$ cat config.mk
export PLATFORM = sky130hd
export DESIGN_NAME = date_record_line_parser_flat
export DESIGN_NICKNAME = d
export VERILOG_FILES = /design/src/rtl/core/drlp_pkg.sv /design/src/rtl/core/drlp_if.sv /design/src/rtl/core/drlp_outq.sv /design/src/rtl/core/date_record_line_parser.sv /design/src/flat_wrapper.sv
export SDC_FILE = /design/constraint.sdc
export NUM_CORES = 1
export LEC_CHECK = 0
export ABC_AREA = 1
export ABC_CLOCK_PERIOD_IN_PS = 12700
export BUFFER_PORTS_ARGS = -buffer_cell sky130_fd_sc_hd__buf_2
export CELL_PAD_IN_SITES_DETAIL_PLACEMENT = 1
export CELL_PAD_IN_SITES_GLOBAL_PLACEMENT = 1
export CORE_MARGIN = 2
export CORE_UTILIZATION = 46
export DETAILED_ROUTE_END_ITERATION = 8
export HOLD_SLACK_MARGIN = 0.06
export PLACE_DENSITY = 0.86
export SYNTH_ARGS = -nofsm -noshare
export SYNTH_HDL_FRONTEND = slang
export SYNTH_SLANG_ARGS = --single-unit
$ cat constraint.sdc
create_clock -name i_clk -period 12.7 [get_ports i_clk]
set_input_delay 1.905 -clock i_clk [delete_from_list [all_inputs] [get_ports i_clk]]
set_output_delay 1.905 -clock i_clk [all_outputs]
set_load 0.1 [all_outputs]
$ cat src/rtl/core/drlp_pkg.sv
// shared types and constants of the date record line parser
package drlp_pkg;

    localparam int CAPACITY_DEF = 128;

    localparam int YEAR_W  = 14;
    localparam int CFG_IDX_W = 1;

    localparam logic [YEAR_W-1:0] MIN_YEAR_RST = 14'd1900;
    localparam logic [YEAR_W-1:0] MAX_YEAR_RST = 14'd2100;

    localparam logic [CFG_IDX_W-1:0] CFG_MIN_YEAR = 1'b0;
    localparam logic [CFG_IDX_W-1:0] CFG_MAX_YEAR = 1'b1;

    // output queue
    localparam int OUTQ_DEPTH = 4;
    localparam int OUTQ_PTR_W = $clog2(OUTQ_DEPTH);
    localparam int OUTQ_CNT_W = $clog2(OUTQ_DEPTH + 1);

    typedef enum logic [3:0] {
        ST_OK       = 4'd0,
        ST_NO_COMMA = 4'd1,
        ST_NO_NAME  = 4'd2,
        ST_LENGTH   = 4'd3,
        ST_DASH1    = 4'd4,
        ST_DASH2    = 4'd5,
        ST_YEAR     = 4'd6,
        ST_MONTH    = 4'd7,
        ST_DAY      = 4'd8,
        ST_FULL     = 4'd9
    } t_status;

    localparam logic KIND_LINE    = 1'b0;
    localparam logic KIND_SUMMARY = 1'b1;

    typedef struct packed {
        logic               kind;
        t_status            status;
        logic signed [18:0] year;
        logic signed [12:0] month;
        logic signed [12:0] day;
        logic [7:0]         label_length;
        logic [7:0]         slot;
        logic               end_of_run;
    } t_result;

    // results handed to the output queue, in order
    typedef struct packed {
        logic [1:0] count;
        t_result    first;
        t_result    second;
    } t_push;

endpackage

$ cat src/rtl/core/drlp_if.sv
// channel interfaces: text bytes in, results out, register writes

interface drlp_in_if;
    logic       valid;
    logic       ready;
    logic [7:0] text_byte;
    logic       first_byte;
    logic       last_byte;

    modport source (output valid, output text_byte, output first_byte, output last_byte,
                    input ready);
    modport sink   (input valid, input text_byte, input first_byte, input last_byte,
                    output ready);
endinterface

interface drlp_out_if;
    logic                   valid;
    logic                   ready;
    logic                   kind;
    logic [3:0]             status;
    logic signed [18:0]     year;
    logic signed [12:0]     month;
    logic signed [12:0]     day;
    logic [7:0]             label_length;
    logic [7:0]             slot;
    logic                   end_of_run;

    modport source (output valid, output kind, output status, output year, output month,
                    output day, output label_length, output slot, output end_of_run,
                    input ready);
    modport sink   (input valid, input kind, input status, input year, input month,
                    input day, input label_length, input slot, input end_of_run,
                    output ready);
endinterface

interface drlp_cfg_if;
    logic                           valid;
    logic                           ready;
    logic [drlp_pkg::CFG_IDX_W-1:0] index;
    logic [drlp_pkg::YEAR_W-1:0]    data;

    modport source (output valid, output index, output data, input ready);
    modport sink   (input valid, input index, input data, output ready);
endinterface

$ cat src/rtl/core/drlp_outq.sv
// four-entry result queue, takes up to two results per cycle
module drlp_outq (
    input  logic                i_clk,
    input  logic                i_rst_n,
    input  drlp_pkg::t_push     i_push,
    output logic                o_room,
    drlp_out_if.source          o_out
);
    import drlp_pkg::*;

    t_result                 r_entry [OUTQ_DEPTH];
    logic [OUTQ_PTR_W-1:0]   r_rd_ptr, n_rd_ptr;
    logic [OUTQ_PTR_W-1:0]   r_wr_ptr, n_wr_ptr;
    logic [OUTQ_CNT_W-1:0]   r_count, n_count;
    logic                    pop;
    logic [OUTQ_PTR_W-1:0]   wr_ptr_next;

    // room for two results whatever the sink does this cycle
    assign o_room      = (r_count <= OUTQ_CNT_W'(OUTQ_DEPTH - 2));
    assign pop         = o_out.valid && o_out.ready;
    assign wr_ptr_next = r_wr_ptr + OUTQ_PTR_W'(1);

    always_comb begin
        n_rd_ptr = r_rd_ptr + OUTQ_PTR_W'(pop);
        n_wr_ptr = r_wr_ptr + OUTQ_PTR_W'(i_push.count);
        n_count  = r_count + OUTQ_CNT_W'(i_push.count) - OUTQ_CNT_W'(pop);
    end

    always_ff @(posedge i_clk) begin
        if (!i_rst_n) begin
            r_rd_ptr <= '0;
            r_wr_ptr <= '0;
            r_count  <= '0;
        end else begin
            r_rd_ptr <= n_rd_ptr;
            r_wr_ptr <= n_wr_ptr;
            r_count  <= n_count;
        end
    end

    always_ff @(posedge i_clk) begin
        if (i_push.count != 2'd0) begin
            r_entry[r_wr_ptr] <= i_push.first;
        end
        if (i_push.count == 2'd2) begin
            r_entry[wr_ptr_next] <= i_push.second;
        end
    end

    assign o_out.valid        = (r_count != '0);
    assign o_out.kind         = r_entry[r_rd_ptr].kind;
    assign o_out.status       = r_entry[r_rd_ptr].status;
    assign o_out.year         = r_entry[r_rd_ptr].year;
    assign o_out.month        = r_entry[r_rd_ptr].month;
    assign o_out.day          = r_entry[r_rd_ptr].day;
    assign o_out.label_length = r_entry[r_rd_ptr].label_length;
    assign o_out.slot         = r_entry[r_rd_ptr].slot;
    assign o_out.end_of_run   = r_entry[r_rd_ptr].end_of_run;

endmodule

$ cat src/rtl/core/date_record_line_parser.sv
// top level: date record line parser, one text byte per transaction
// a byte's results enter the four-entry output queue registers when it is accepted
// throughput: one byte per cycle while the queue has room for two; a byte that closes
//   a line and ends the text gives two results, which leave the queue one at a time
// input ready follows only the registered queue fill, never the output ready
// reset: synchronous, active low; clears line state, counts, queue; resets year window
module date_record_line_parser #(
    parameter int CAPACITY = drlp_pkg::CAPACITY_DEF
) (
    input  logic        i_clk,
    input  logic        i_rst_n,
    drlp_in_if.sink     i_in,
    drlp_cfg_if.sink    i_cfg,
    drlp_out_if.source  o_out
);
    import drlp_pkg::*;

    localparam logic [7:0] CH_LF    = 8'h0A;
    localparam logic [7:0] CH_CR    = 8'h0D;
    localparam logic [7:0] CH_COMMA = 8'h2C;
    localparam logic [7:0] CH_DASH  = 8'h2D;

    // state of the open line
    typedef struct packed {
        logic               comma_seen;
        logic [7:0]         name_count;
        logic [3:0]         date_count;
        logic signed [18:0] year_acc;
        logic signed [12:0] month_acc;
        logic signed [12:0] day_acc;
        logic [1:0]         dash_flags;
        logic               cr_pending;
    } t_line;

    localparam t_line LINE_CLR = '0;

    // one character into the open line: name before the comma, then the date
    function automatic t_line add_char(input t_line s, input logic [7:0] c);
        t_line              r;
        logic signed [18:0] d_y;
        logic signed [12:0] d_md;
        r    = s;
        d_y  = $signed({11'd0, c}) - 19'sd48;
        d_md = $signed({5'd0, c}) - 13'sd48;
        if (!s.comma_seen) begin
            if (c == CH_COMMA) begin
                r.comma_seen = 1'b1;
            end else if (s.name_count != 8'd255) begin
                r.name_count = s.name_count + 8'd1;
            end
        end else begin
            if (s.date_count < 4'd4) begin
                r.year_acc = s.year_acc * 19'sd10 + d_y;
            end else if (s.date_count == 4'd4 && c == CH_DASH) begin
                r.dash_flags[0] = 1'b1;
            end else if (s.date_count == 4'd5 || s.date_count == 4'd6) begin
                r.month_acc = s.month_acc * 13'sd10 + d_md;
            end else if (s.date_count == 4'd7 && c == CH_DASH) begin
                r.dash_flags[1] = 1'b1;
            end else if (s.date_count == 4'd8 || s.date_count == 4'd9) begin
                r.day_acc = s.day_acc * 13'sd10 + d_md;
            end
            if (s.date_count < 4'd11) begin
                r.date_count = s.date_count + 4'd1;
            end
        end
        return r;
    endfunction

    // days per month, february always allowing 29
    function automatic logic [4:0] month_days(input logic [3:0] m);
        logic [4:0] d;
        case (m)
            4'd2:                       d = 5'd29;
            4'd4, 4'd6, 4'd9, 4'd11:    d = 5'd30;
            default:                    d = 5'd31;
        endcase
        return d;
    endfunction

    // configuration registers
    logic [YEAR_W-1:0] r_min_year;
    logic [YEAR_W-1:0] r_max_year;

    // text state
    t_line      r_line, n_line;
    logic [7:0] r_record_count, n_record_count;
    t_status    r_stopped, n_stopped;

    // per-byte working values
    logic       accept;
    t_line      s_base, s_a, s_mid;
    logic [7:0] rc_base;
    t_status    stop_base;
    logic       crlf;
    logic       do_close;
    logic       line_empty;
    logic       running;
    logic       line_out;
    t_status    line_status;
    logic [4:0] dim;
    t_result    line_res, sum_res;
    t_push      push;
    logic       room;

    assign i_cfg.ready = 1'b1;
    assign i_in.ready  = room;
    assign accept      = i_in.valid && room;

    always_ff @(posedge i_clk) begin
        if (!i_rst_n) begin
            r_min_year <= MIN_YEAR_RST;
            r_max_year <= MAX_YEAR_RST;
        end else if (i_cfg.valid) begin
            case (i_cfg.index)
                CFG_MIN_YEAR: r_min_year <= i_cfg.data;
                CFG_MAX_YEAR: r_max_year <= i_cfg.data;
                default: ;
            endcase
        end
    end

    // a pending cr becomes a line end on lf, otherwise an ordinary character
    always_comb begin
        s_base    = i_in.first_byte ? LINE_CLR : r_line;
        rc_base   = i_in.first_byte ? 8'd0 : r_record_count;
        stop_base = i_in.first_byte ? ST_OK : r_stopped;
        running   = (stop_base == ST_OK);

        crlf = s_base.cr_pending && (i_in.text_byte == CH_LF);

        s_a            = s_base;
        s_a.cr_pending = 1'b0;
        if (s_base.cr_pending && !crlf) begin
            s_a = add_char(s_a, CH_CR);
        end

        s_mid = s_a;
        if (!crlf) begin
            if (i_in.text_byte == CH_CR && !i_in.last_byte) begin
                s_mid.cr_pending = 1'b1;
            end else begin
                s_mid = add_char(s_a, i_in.text_byte);
            end
        end

        // a line closes on cr lf or on the last byte; both at once close it only once
        do_close   = crlf || i_in.last_byte;
        line_empty = !s_mid.comma_seen && (s_mid.name_count == 8'd0);
        line_out   = running && do_close && !line_empty;
    end

    // line checks, first failing one wins
    always_comb begin
        dim = month_days(s_mid.month_acc[3:0]);
        if (!s_mid.comma_seen) begin
            line_status = ST_NO_COMMA;
        end else if (s_mid.name_count == 8'd0) begin
            line_status = ST_NO_NAME;
        end else if (s_mid.date_count != 4'd10) begin
            line_status = ST_LENGTH;
        end else if (!s_mid.dash_flags[0]) begin
            line_status = ST_DASH1;
        end else if (!s_mid.dash_flags[1]) begin
            line_status = ST_DASH2;
        end else if (s_mid.year_acc < $signed({5'd0, r_min_year})
                  || s_mid.year_acc > $signed({5'd0, r_max_year})) begin
            line_status = ST_YEAR;
        end else if (s_mid.month_acc < 13'sd1 || s_mid.month_acc > 13'sd12) begin
            line_status = ST_MONTH;
        end else if (s_mid.day_acc < 13'sd1 || s_mid.day_acc > $signed({8'd0, dim})) begin
            line_status = ST_DAY;
        end else if (rc_base >= 8'(CAPACITY)) begin
            line_status = ST_FULL;
        end else begin
            line_status = ST_OK;
        end
    end

    // next text state; a stopped text keeps everything until a first byte
    always_comb begin
        n_line         = s_base;
        n_record_count = rc_base;
        n_stopped      = stop_base;
        if (running) begin
            n_line = do_close ? LINE_CLR : s_mid;
            if (line_out) begin
                if (line_status == ST_OK) begin
                    n_record_count = rc_base + 8'd1;
                end else begin
                    n_stopped = line_status;
                end
            end
        end
    end

    always_ff @(posedge i_clk) begin
        if (!i_rst_n) begin
            r_line         <= LINE_CLR;
            r_record_count <= 8'd0;
            r_stopped      <= ST_OK;
        end else if (accept) begin
            r_line         <= n_line;
            r_record_count <= n_record_count;
            r_stopped      <= n_stopped;
        end
    end

    // result assembly: line result first, summary after it
    always_comb begin
        line_res.kind         = KIND_LINE;
        line_res.status       = line_status;
        line_res.year         = s_mid.year_acc;
        line_res.month        = s_mid.month_acc;
        line_res.day          = s_mid.day_acc;
        line_res.label_length = s_mid.name_count;
        line_res.slot         = (line_status == ST_OK) ? rc_base : 8'd0;
        line_res.end_of_run   = !i_in.last_byte;

        sum_res.kind          = KIND_SUMMARY;
        sum_res.status        = n_stopped;
        sum_res.year          = '0;
        sum_res.month         = '0;
        sum_res.day           = '0;
        sum_res.label_length  = 8'd0;
        sum_res.slot          = n_record_count;
        sum_res.end_of_run    = 1'b1;

        push.first  = line_out ? line_res : sum_res;
        push.second = sum_res;
        if (!accept) begin
            push.count = 2'd0;
        end else begin
            push.count = 2'(line_out) + 2'(i_in.last_byte);
        end
    end

    drlp_outq u_outq (
        .i_clk   (i_clk),
        .i_rst_n (i_rst_n),
        .i_push  (push),
        .o_room  (room),
        .o_out   (o_out)
    );

endmodule

$ cat src/flat_wrapper.sv
// flat-port wrapper written by rule: the top's interface ports become plain ports
module date_record_line_parser_flat import drlp_pkg::*;
#(
    parameter int CAPACITY = drlp_pkg::CAPACITY_DEF
)
  (i_clk, i_rst_n, i_in_valid, i_in_text_byte, i_in_first_byte, i_in_last_byte, i_in_ready, i_cfg_valid, i_cfg_index, i_cfg_data, i_cfg_ready, o_out_valid, o_out_kind, o_out_status, o_out_year, o_out_month, o_out_day, o_out_label_length, o_out_slot, o_out_end_of_run, o_out_ready);
  drlp_in_if i_in_i ();
  drlp_cfg_if i_cfg_i ();
  drlp_out_if o_out_i ();
  input  logic i_clk;
  input  logic i_rst_n;
  input wire logic [$bits(i_in_i.valid)-1:0] i_in_valid;
  input wire logic [$bits(i_in_i.text_byte)-1:0] i_in_text_byte;
  input wire logic [$bits(i_in_i.first_byte)-1:0] i_in_first_byte;
  input wire logic [$bits(i_in_i.last_byte)-1:0] i_in_last_byte;
  output wire logic [$bits(i_in_i.ready)-1:0] i_in_ready;
  input wire logic [$bits(i_cfg_i.valid)-1:0] i_cfg_valid;
  input wire logic [$bits(i_cfg_i.index)-1:0] i_cfg_index;
  input wire logic [$bits(i_cfg_i.data)-1:0] i_cfg_data;
  output wire logic [$bits(i_cfg_i.ready)-1:0] i_cfg_ready;
  output wire logic [$bits(o_out_i.valid)-1:0] o_out_valid;
  output wire logic [$bits(o_out_i.kind)-1:0] o_out_kind;
  output wire logic [$bits(o_out_i.status)-1:0] o_out_status;
  output wire logic [$bits(o_out_i.year)-1:0] o_out_year;
  output wire logic [$bits(o_out_i.month)-1:0] o_out_month;
  output wire logic [$bits(o_out_i.day)-1:0] o_out_day;
  output wire logic [$bits(o_out_i.label_length)-1:0] o_out_label_length;
  output wire logic [$bits(o_out_i.slot)-1:0] o_out_slot;
  output wire logic [$bits(o_out_i.end_of_run)-1:0] o_out_end_of_run;
  input wire logic [$bits(o_out_i.ready)-1:0] o_out_ready;
  assign i_in_i.valid = i_in_valid;
  assign i_in_i.text_byte = i_in_text_byte;
  assign i_in_i.first_byte = i_in_first_byte;
  assign i_in_i.last_byte = i_in_last_byte;
  assign i_in_ready = i_in_i.ready;
  assign i_cfg_i.valid = i_cfg_valid;
  assign i_cfg_i.index = i_cfg_index;
  assign i_cfg_i.data = i_cfg_data;
  assign i_cfg_ready = i_cfg_i.ready;
  assign o_out_valid = o_out_i.valid;
  assign o_out_kind = o_out_i.kind;
  assign o_out_status = o_out_i.status;
  assign o_out_year = o_out_i.year;
  assign o_out_month = o_out_i.month;
  assign o_out_day = o_out_i.day;
  assign o_out_label_length = o_out_i.label_length;
  assign o_out_slot = o_out_i.slot;
  assign o_out_end_of_run = o_out_i.end_of_run;
  assign o_out_i.ready = o_out_ready;
  date_record_line_parser #(.CAPACITY(CAPACITY)) u_core (.i_clk(i_clk), .i_rst_n(i_rst_n), .i_in(i_in_i), .i_cfg(i_cfg_i), .o_out(o_out_i));
endmodule
==> impl_metrics.env <==
export IMPL_insertion_delay_ns=0.59
export IMPL_area_delta_synth_final_pct=9.586
export IMPL_first_pass_iters=5
export IMPL_synthXorXnorAreaFrac_pct=3.473
export IMPL_critPathLaunch="i_in_first_byte"
export IMPL_cts_tree="built"
export IMPL_slowest_delay_ns=0.83
export IMPL_yosysWarnings=0
export IMPL_yosys_most_used_dff="dfxtp_1"
export IMPL_die_h_um=237.0
export IMPL_tns_ns=0
export IMPL_p_leak_nw=12.94
export IMPL_drc=0
export IMPL_status="completed"
export IMPL_fmax_mhz=92.36
export IMPL_min_path_cells=2
export IMPL_synth_seq_cells=376
export IMPL_tightest_slew_ns=1.243
export IMPL_total_power_w=0.005645
export IMPL_end_kind="flop"
export IMPL_ant_nets=0
export IMPL_grt_antenna_before_repair=2
export IMPL_gp_congestion=0.8932
export IMPL_syn_area_per_cell_sq_um=7.004
export IMPL_core_area_sq_um=53710
export IMPL_hold_viol_final=0
export IMPL_hold_class="reg -> reg"
export IMPL_drv_cap=0
export IMPL_fin_worst_skew_ns=0.02472
export IMPL_crit_slowest_cell="o21ai_0"
export IMPL_slew_headroom_pct=16.25
export IMPL_drt_iter0_drc=1813
export IMPL_drv_slew=0
export IMPL_async_reset_ff_share_pct=0
export IMPL_ys_types=58
export IMPL_critPathKind="in -> reg"
export IMPL_grt_max_degree=95
export IMPL_powerDensity_nw_per_um2=206.3
export IMPL_hpwlAfterDp_um=60610
export IMPL_setup_violations=0
export IMPL_postPlaceCellArea_sq_um=25950
export IMPL_ir_drop_uv=175.6
export IMPL_cp_top_family="compound AO/OA/AOI/OAI gates"
export IMPL_clock_root_buffer="clkbuf_16"
export IMPL_grt_pass1_vias=25820
export IMPL_reg2reg_depth=38
export IMPL_required_ns=12.99
export IMPL_clk_path_buf_depth=3
export IMPL_synth_fa_ha_area_share_pct=11.22
export IMPL_synthesis_nets=3813
export IMPL_post_cts_buffers=0
export IMPL_synth_edf_count=48
export IMPL_fillers=7005
export IMPL_vias_per_cell=5.907
export IMPL_wl_per_cell_um=20.50
export IMPL_synth_cells=3565
export IMPL_cts_sinks=376
export IMPL_rows=85
export IMPL_critPathLaunchType="primary input"
export IMPL_r2r_start="u_core.r_line[60]"
export IMPL_cp_num_buf_inv=4
export IMPL_ios=100
export IMPL_track_usage_pct=30.85
export IMPL_finalCriticalPeriod_ns=10.83
export IMPL_r2r_end="u_core.u_outq.r_entry[2][1]"
export IMPL_yosys_area_share_simple_pct=22.92
export IMPL_synth_compound_area_share_pct=21.52
export IMPL_hold_buffers=0
export IMPL_routed_wirelength_um=88230
export IMPL_fin_nets=3822
export IMPL_final_util_pct=50.95
export IMPL_port_buffers=98
export IMPL_start_util_pct=46.49
export IMPL_synth_top_family_by_area="simple AND/OR/NAND/NOR gates"
export IMPL_reg2reg_slack_ns=3.49
export IMPL_seq_area_frac_synth_pct=32.07
export IMPL_grt_first_pass_wirelength_um=140100
export IMPL_rsz0062_at_grt="no"
export IMPL_crit_arrival_ns=11.12
export IMPL_cts_resized=0
export IMPL_cp_num_cells=40
export IMPL_num_vias=25420
export IMPL_synth_area_mux_share_pct=0.04009
export IMPL_die_w_um=237.0
export IMPL_synth_area_sq_um=24970
export IMPL_cts_buffers=42
export IMPL_finalCritPeriodShare_pct=85.25
export IMPL_drive_above_1_share_pct=7.982
export IMPL_crit_top_cell="nor2_1"
export IMPL_crit_end="u_core.u_outq.r_entry[2][1]"
export IMPL_die_area_sq_um=56160
export IMPL_diodes=0
export IMPL_path_clk_slew_ns=0.06
export IMPL_cp_max_fo=26
export IMPL_htreeDepth=2
export IMPL_globalRouteOverflowTotal=0
export IMPL_fin_area_sq_um=27360
## metrics by stage
| stage | hold slack (ns) | setup WS [ns] | instances |
|---|---|---|---|
| final | 0.4536 | 1.873 | 4304 |
| after global routing | 0.4742 | 1.330 | 4304 |
| after CTS | 0.4555 | 2.150 | 4304 |
| after detailed placement | 0.4399 | 1.725 | 4226 |
| after global placement | 0.4323 | 1.951 | 4226 |
| after floorplan | 0.4231 | 3.296 | 3565 |
## kinds of logic after synthesis
kind of cell,after synthesis
other cells,1
xor+xnor,99
simple gates,1365
buf+inv,572
fa+ha+maj,218
mux,1
compound gates,933
flops,376
## layer usage
layer	wire length [um]	share of wire (%)	track usage, %	vias to the layer above
met2	41860	47	52.69	788
met1	38740	44	40.59	12460
met5	14	0.016	0	-
met3	5142	5.8	3.614	178
li1	-	-	-	11990
met4	2468	2.8	9.839	4
## power breakdown
group          switching, W  internal, W  total (W)  leakage (nW)
Combinational       0.00229     0.000611    0.00290          9.12
Sequential         0.000115      0.00137    0.00149          3.13
Clock              0.000544     0.000716    0.00126         0.683
Total               0.00295      0.00270    0.00565          12.9
## final cells by class
| type | instances | area (sq um) | share of cell area (%) |
|---|---|---|---|
| inverter | 408 | 1533 | 5.602 |
| clock buffer | 56 | 1206 | 4.408 |
| sequential | 376 | 8015 | 29.29 |
| timing repair buffer | 129 | 723.2 | 2.643 |
| multi-input combinational | 2617 | 14810 | 54.13 |
| clock inverter | 22 | 202.7 | 0.7408 |
| tap | 696 | 870.8 | 3.183 |
## worst min-delay path: stages (launching register included)
cell	delay, ns
dfxtp_1	0.32
nand2_1	0.05
o21ai_0	0.05
## synthesized netlist by cell type (3+ instances only)
cell,instances,area (sq um)
a22o_1,12,105.1
or2_2,4,25.02
o21ai_0,444,2222
nand2_2,21,131.4
nor2_2,8,50.05
nand2_1,796,2988
a21oi_1,234,1171
nand4_1,27,168.9
a31oi_1,9,56.30
inv_2,14,52.55
a221oi_1,26,227.7
o22ai_1,82,513.0
nand2_4,4,45.04
xor2_1,61,534.3
fa_1,10,200.2
a32o_1,56,560.5
clkbuf_1,139,521.8
o211ai_1,20,150.1
inv_1,392,1471
o21bai_1,9,67.56
xnor2_1,38,332.8
buf_1,4,15.01
dfxtp_1,328,6566
o21a_1,5,37.54
nor2_4,9,101.4
nor3_2,3,30.03
edfxtp_1,48,1441
o21ai_1,12,60.06
buf_2,19,95.09
nand3b_1,9,67.56
o21ai_2,3,26.28
o311ai_0,3,26.28
nand3_2,4,40.04
ha_1,208,2603
a21o_1,7,52.55
nor2_1,310,1164
nand3_1,129,645.6
nor3_1,22,110.1
nor4_1,9,56.30
## worst min-delay path by stage
stage                                   end                         start  slack [ns]
2_1_floorplan  u_core.u_outq.r_entry[1][10]  u_core.u_outq.r_entry[1][10]        0.42
3_3_place_gp   u_core.u_outq.r_entry[1][60]  u_core.u_outq.r_entry[1][60]        0.43
3_5_place_dp   u_core.u_outq.r_entry[2][10]  u_core.u_outq.r_entry[2][10]        0.44
4_1_cts        u_core.u_outq.r_entry[2][25]  u_core.u_outq.r_entry[2][25]        0.46
5_1_grt        u_core.u_outq.r_entry[2][16]  u_core.u_outq.r_entry[2][16]        0.47
6_report       u_core.u_outq.r_entry[2][50]  u_core.u_outq.r_entry[2][50]        0.45
## sequential cells by signal, summed over array words and instances, names as in the netlist, 3 cells and up
signal,flops
u_core.r_record_count,8
u_core.u_outq.r_entry,268
u_core.u_outq.r_count,3
u_core.r_min_year,14
u_core.r_line,61
u_core.r_stopped,4
u_core.r_max_year,14
## cell usage in the layout (no fill, tap or decap), types with 9 or more instances in the layout
cell,n
buf_4,31
nor3_1,19
o22ai_1,82
nand2_2,21
ha_1,208
edfxtp_1,48
o211ai_1,20
nand3b_1,9
nand4_1,27
o21bai_1,9
nand2_1,795
o21ai_1,12
nand3_1,129
inv_2,21
dfxtp_1,326
xnor2_1,38
a221oi_1,26
o21ai_0,444
nor2_2,9
inv_1,385
fa_1,10
buf_2,98
a32o_1,56
nor4_1,9
a21oi_1,234
a31oi_1,9
nor2_1,308
clkbuf_16,44
nor2_4,10
a22o_1,12
xor2_1,61
No activity file was read; power rests on OpenSTA's default activity.
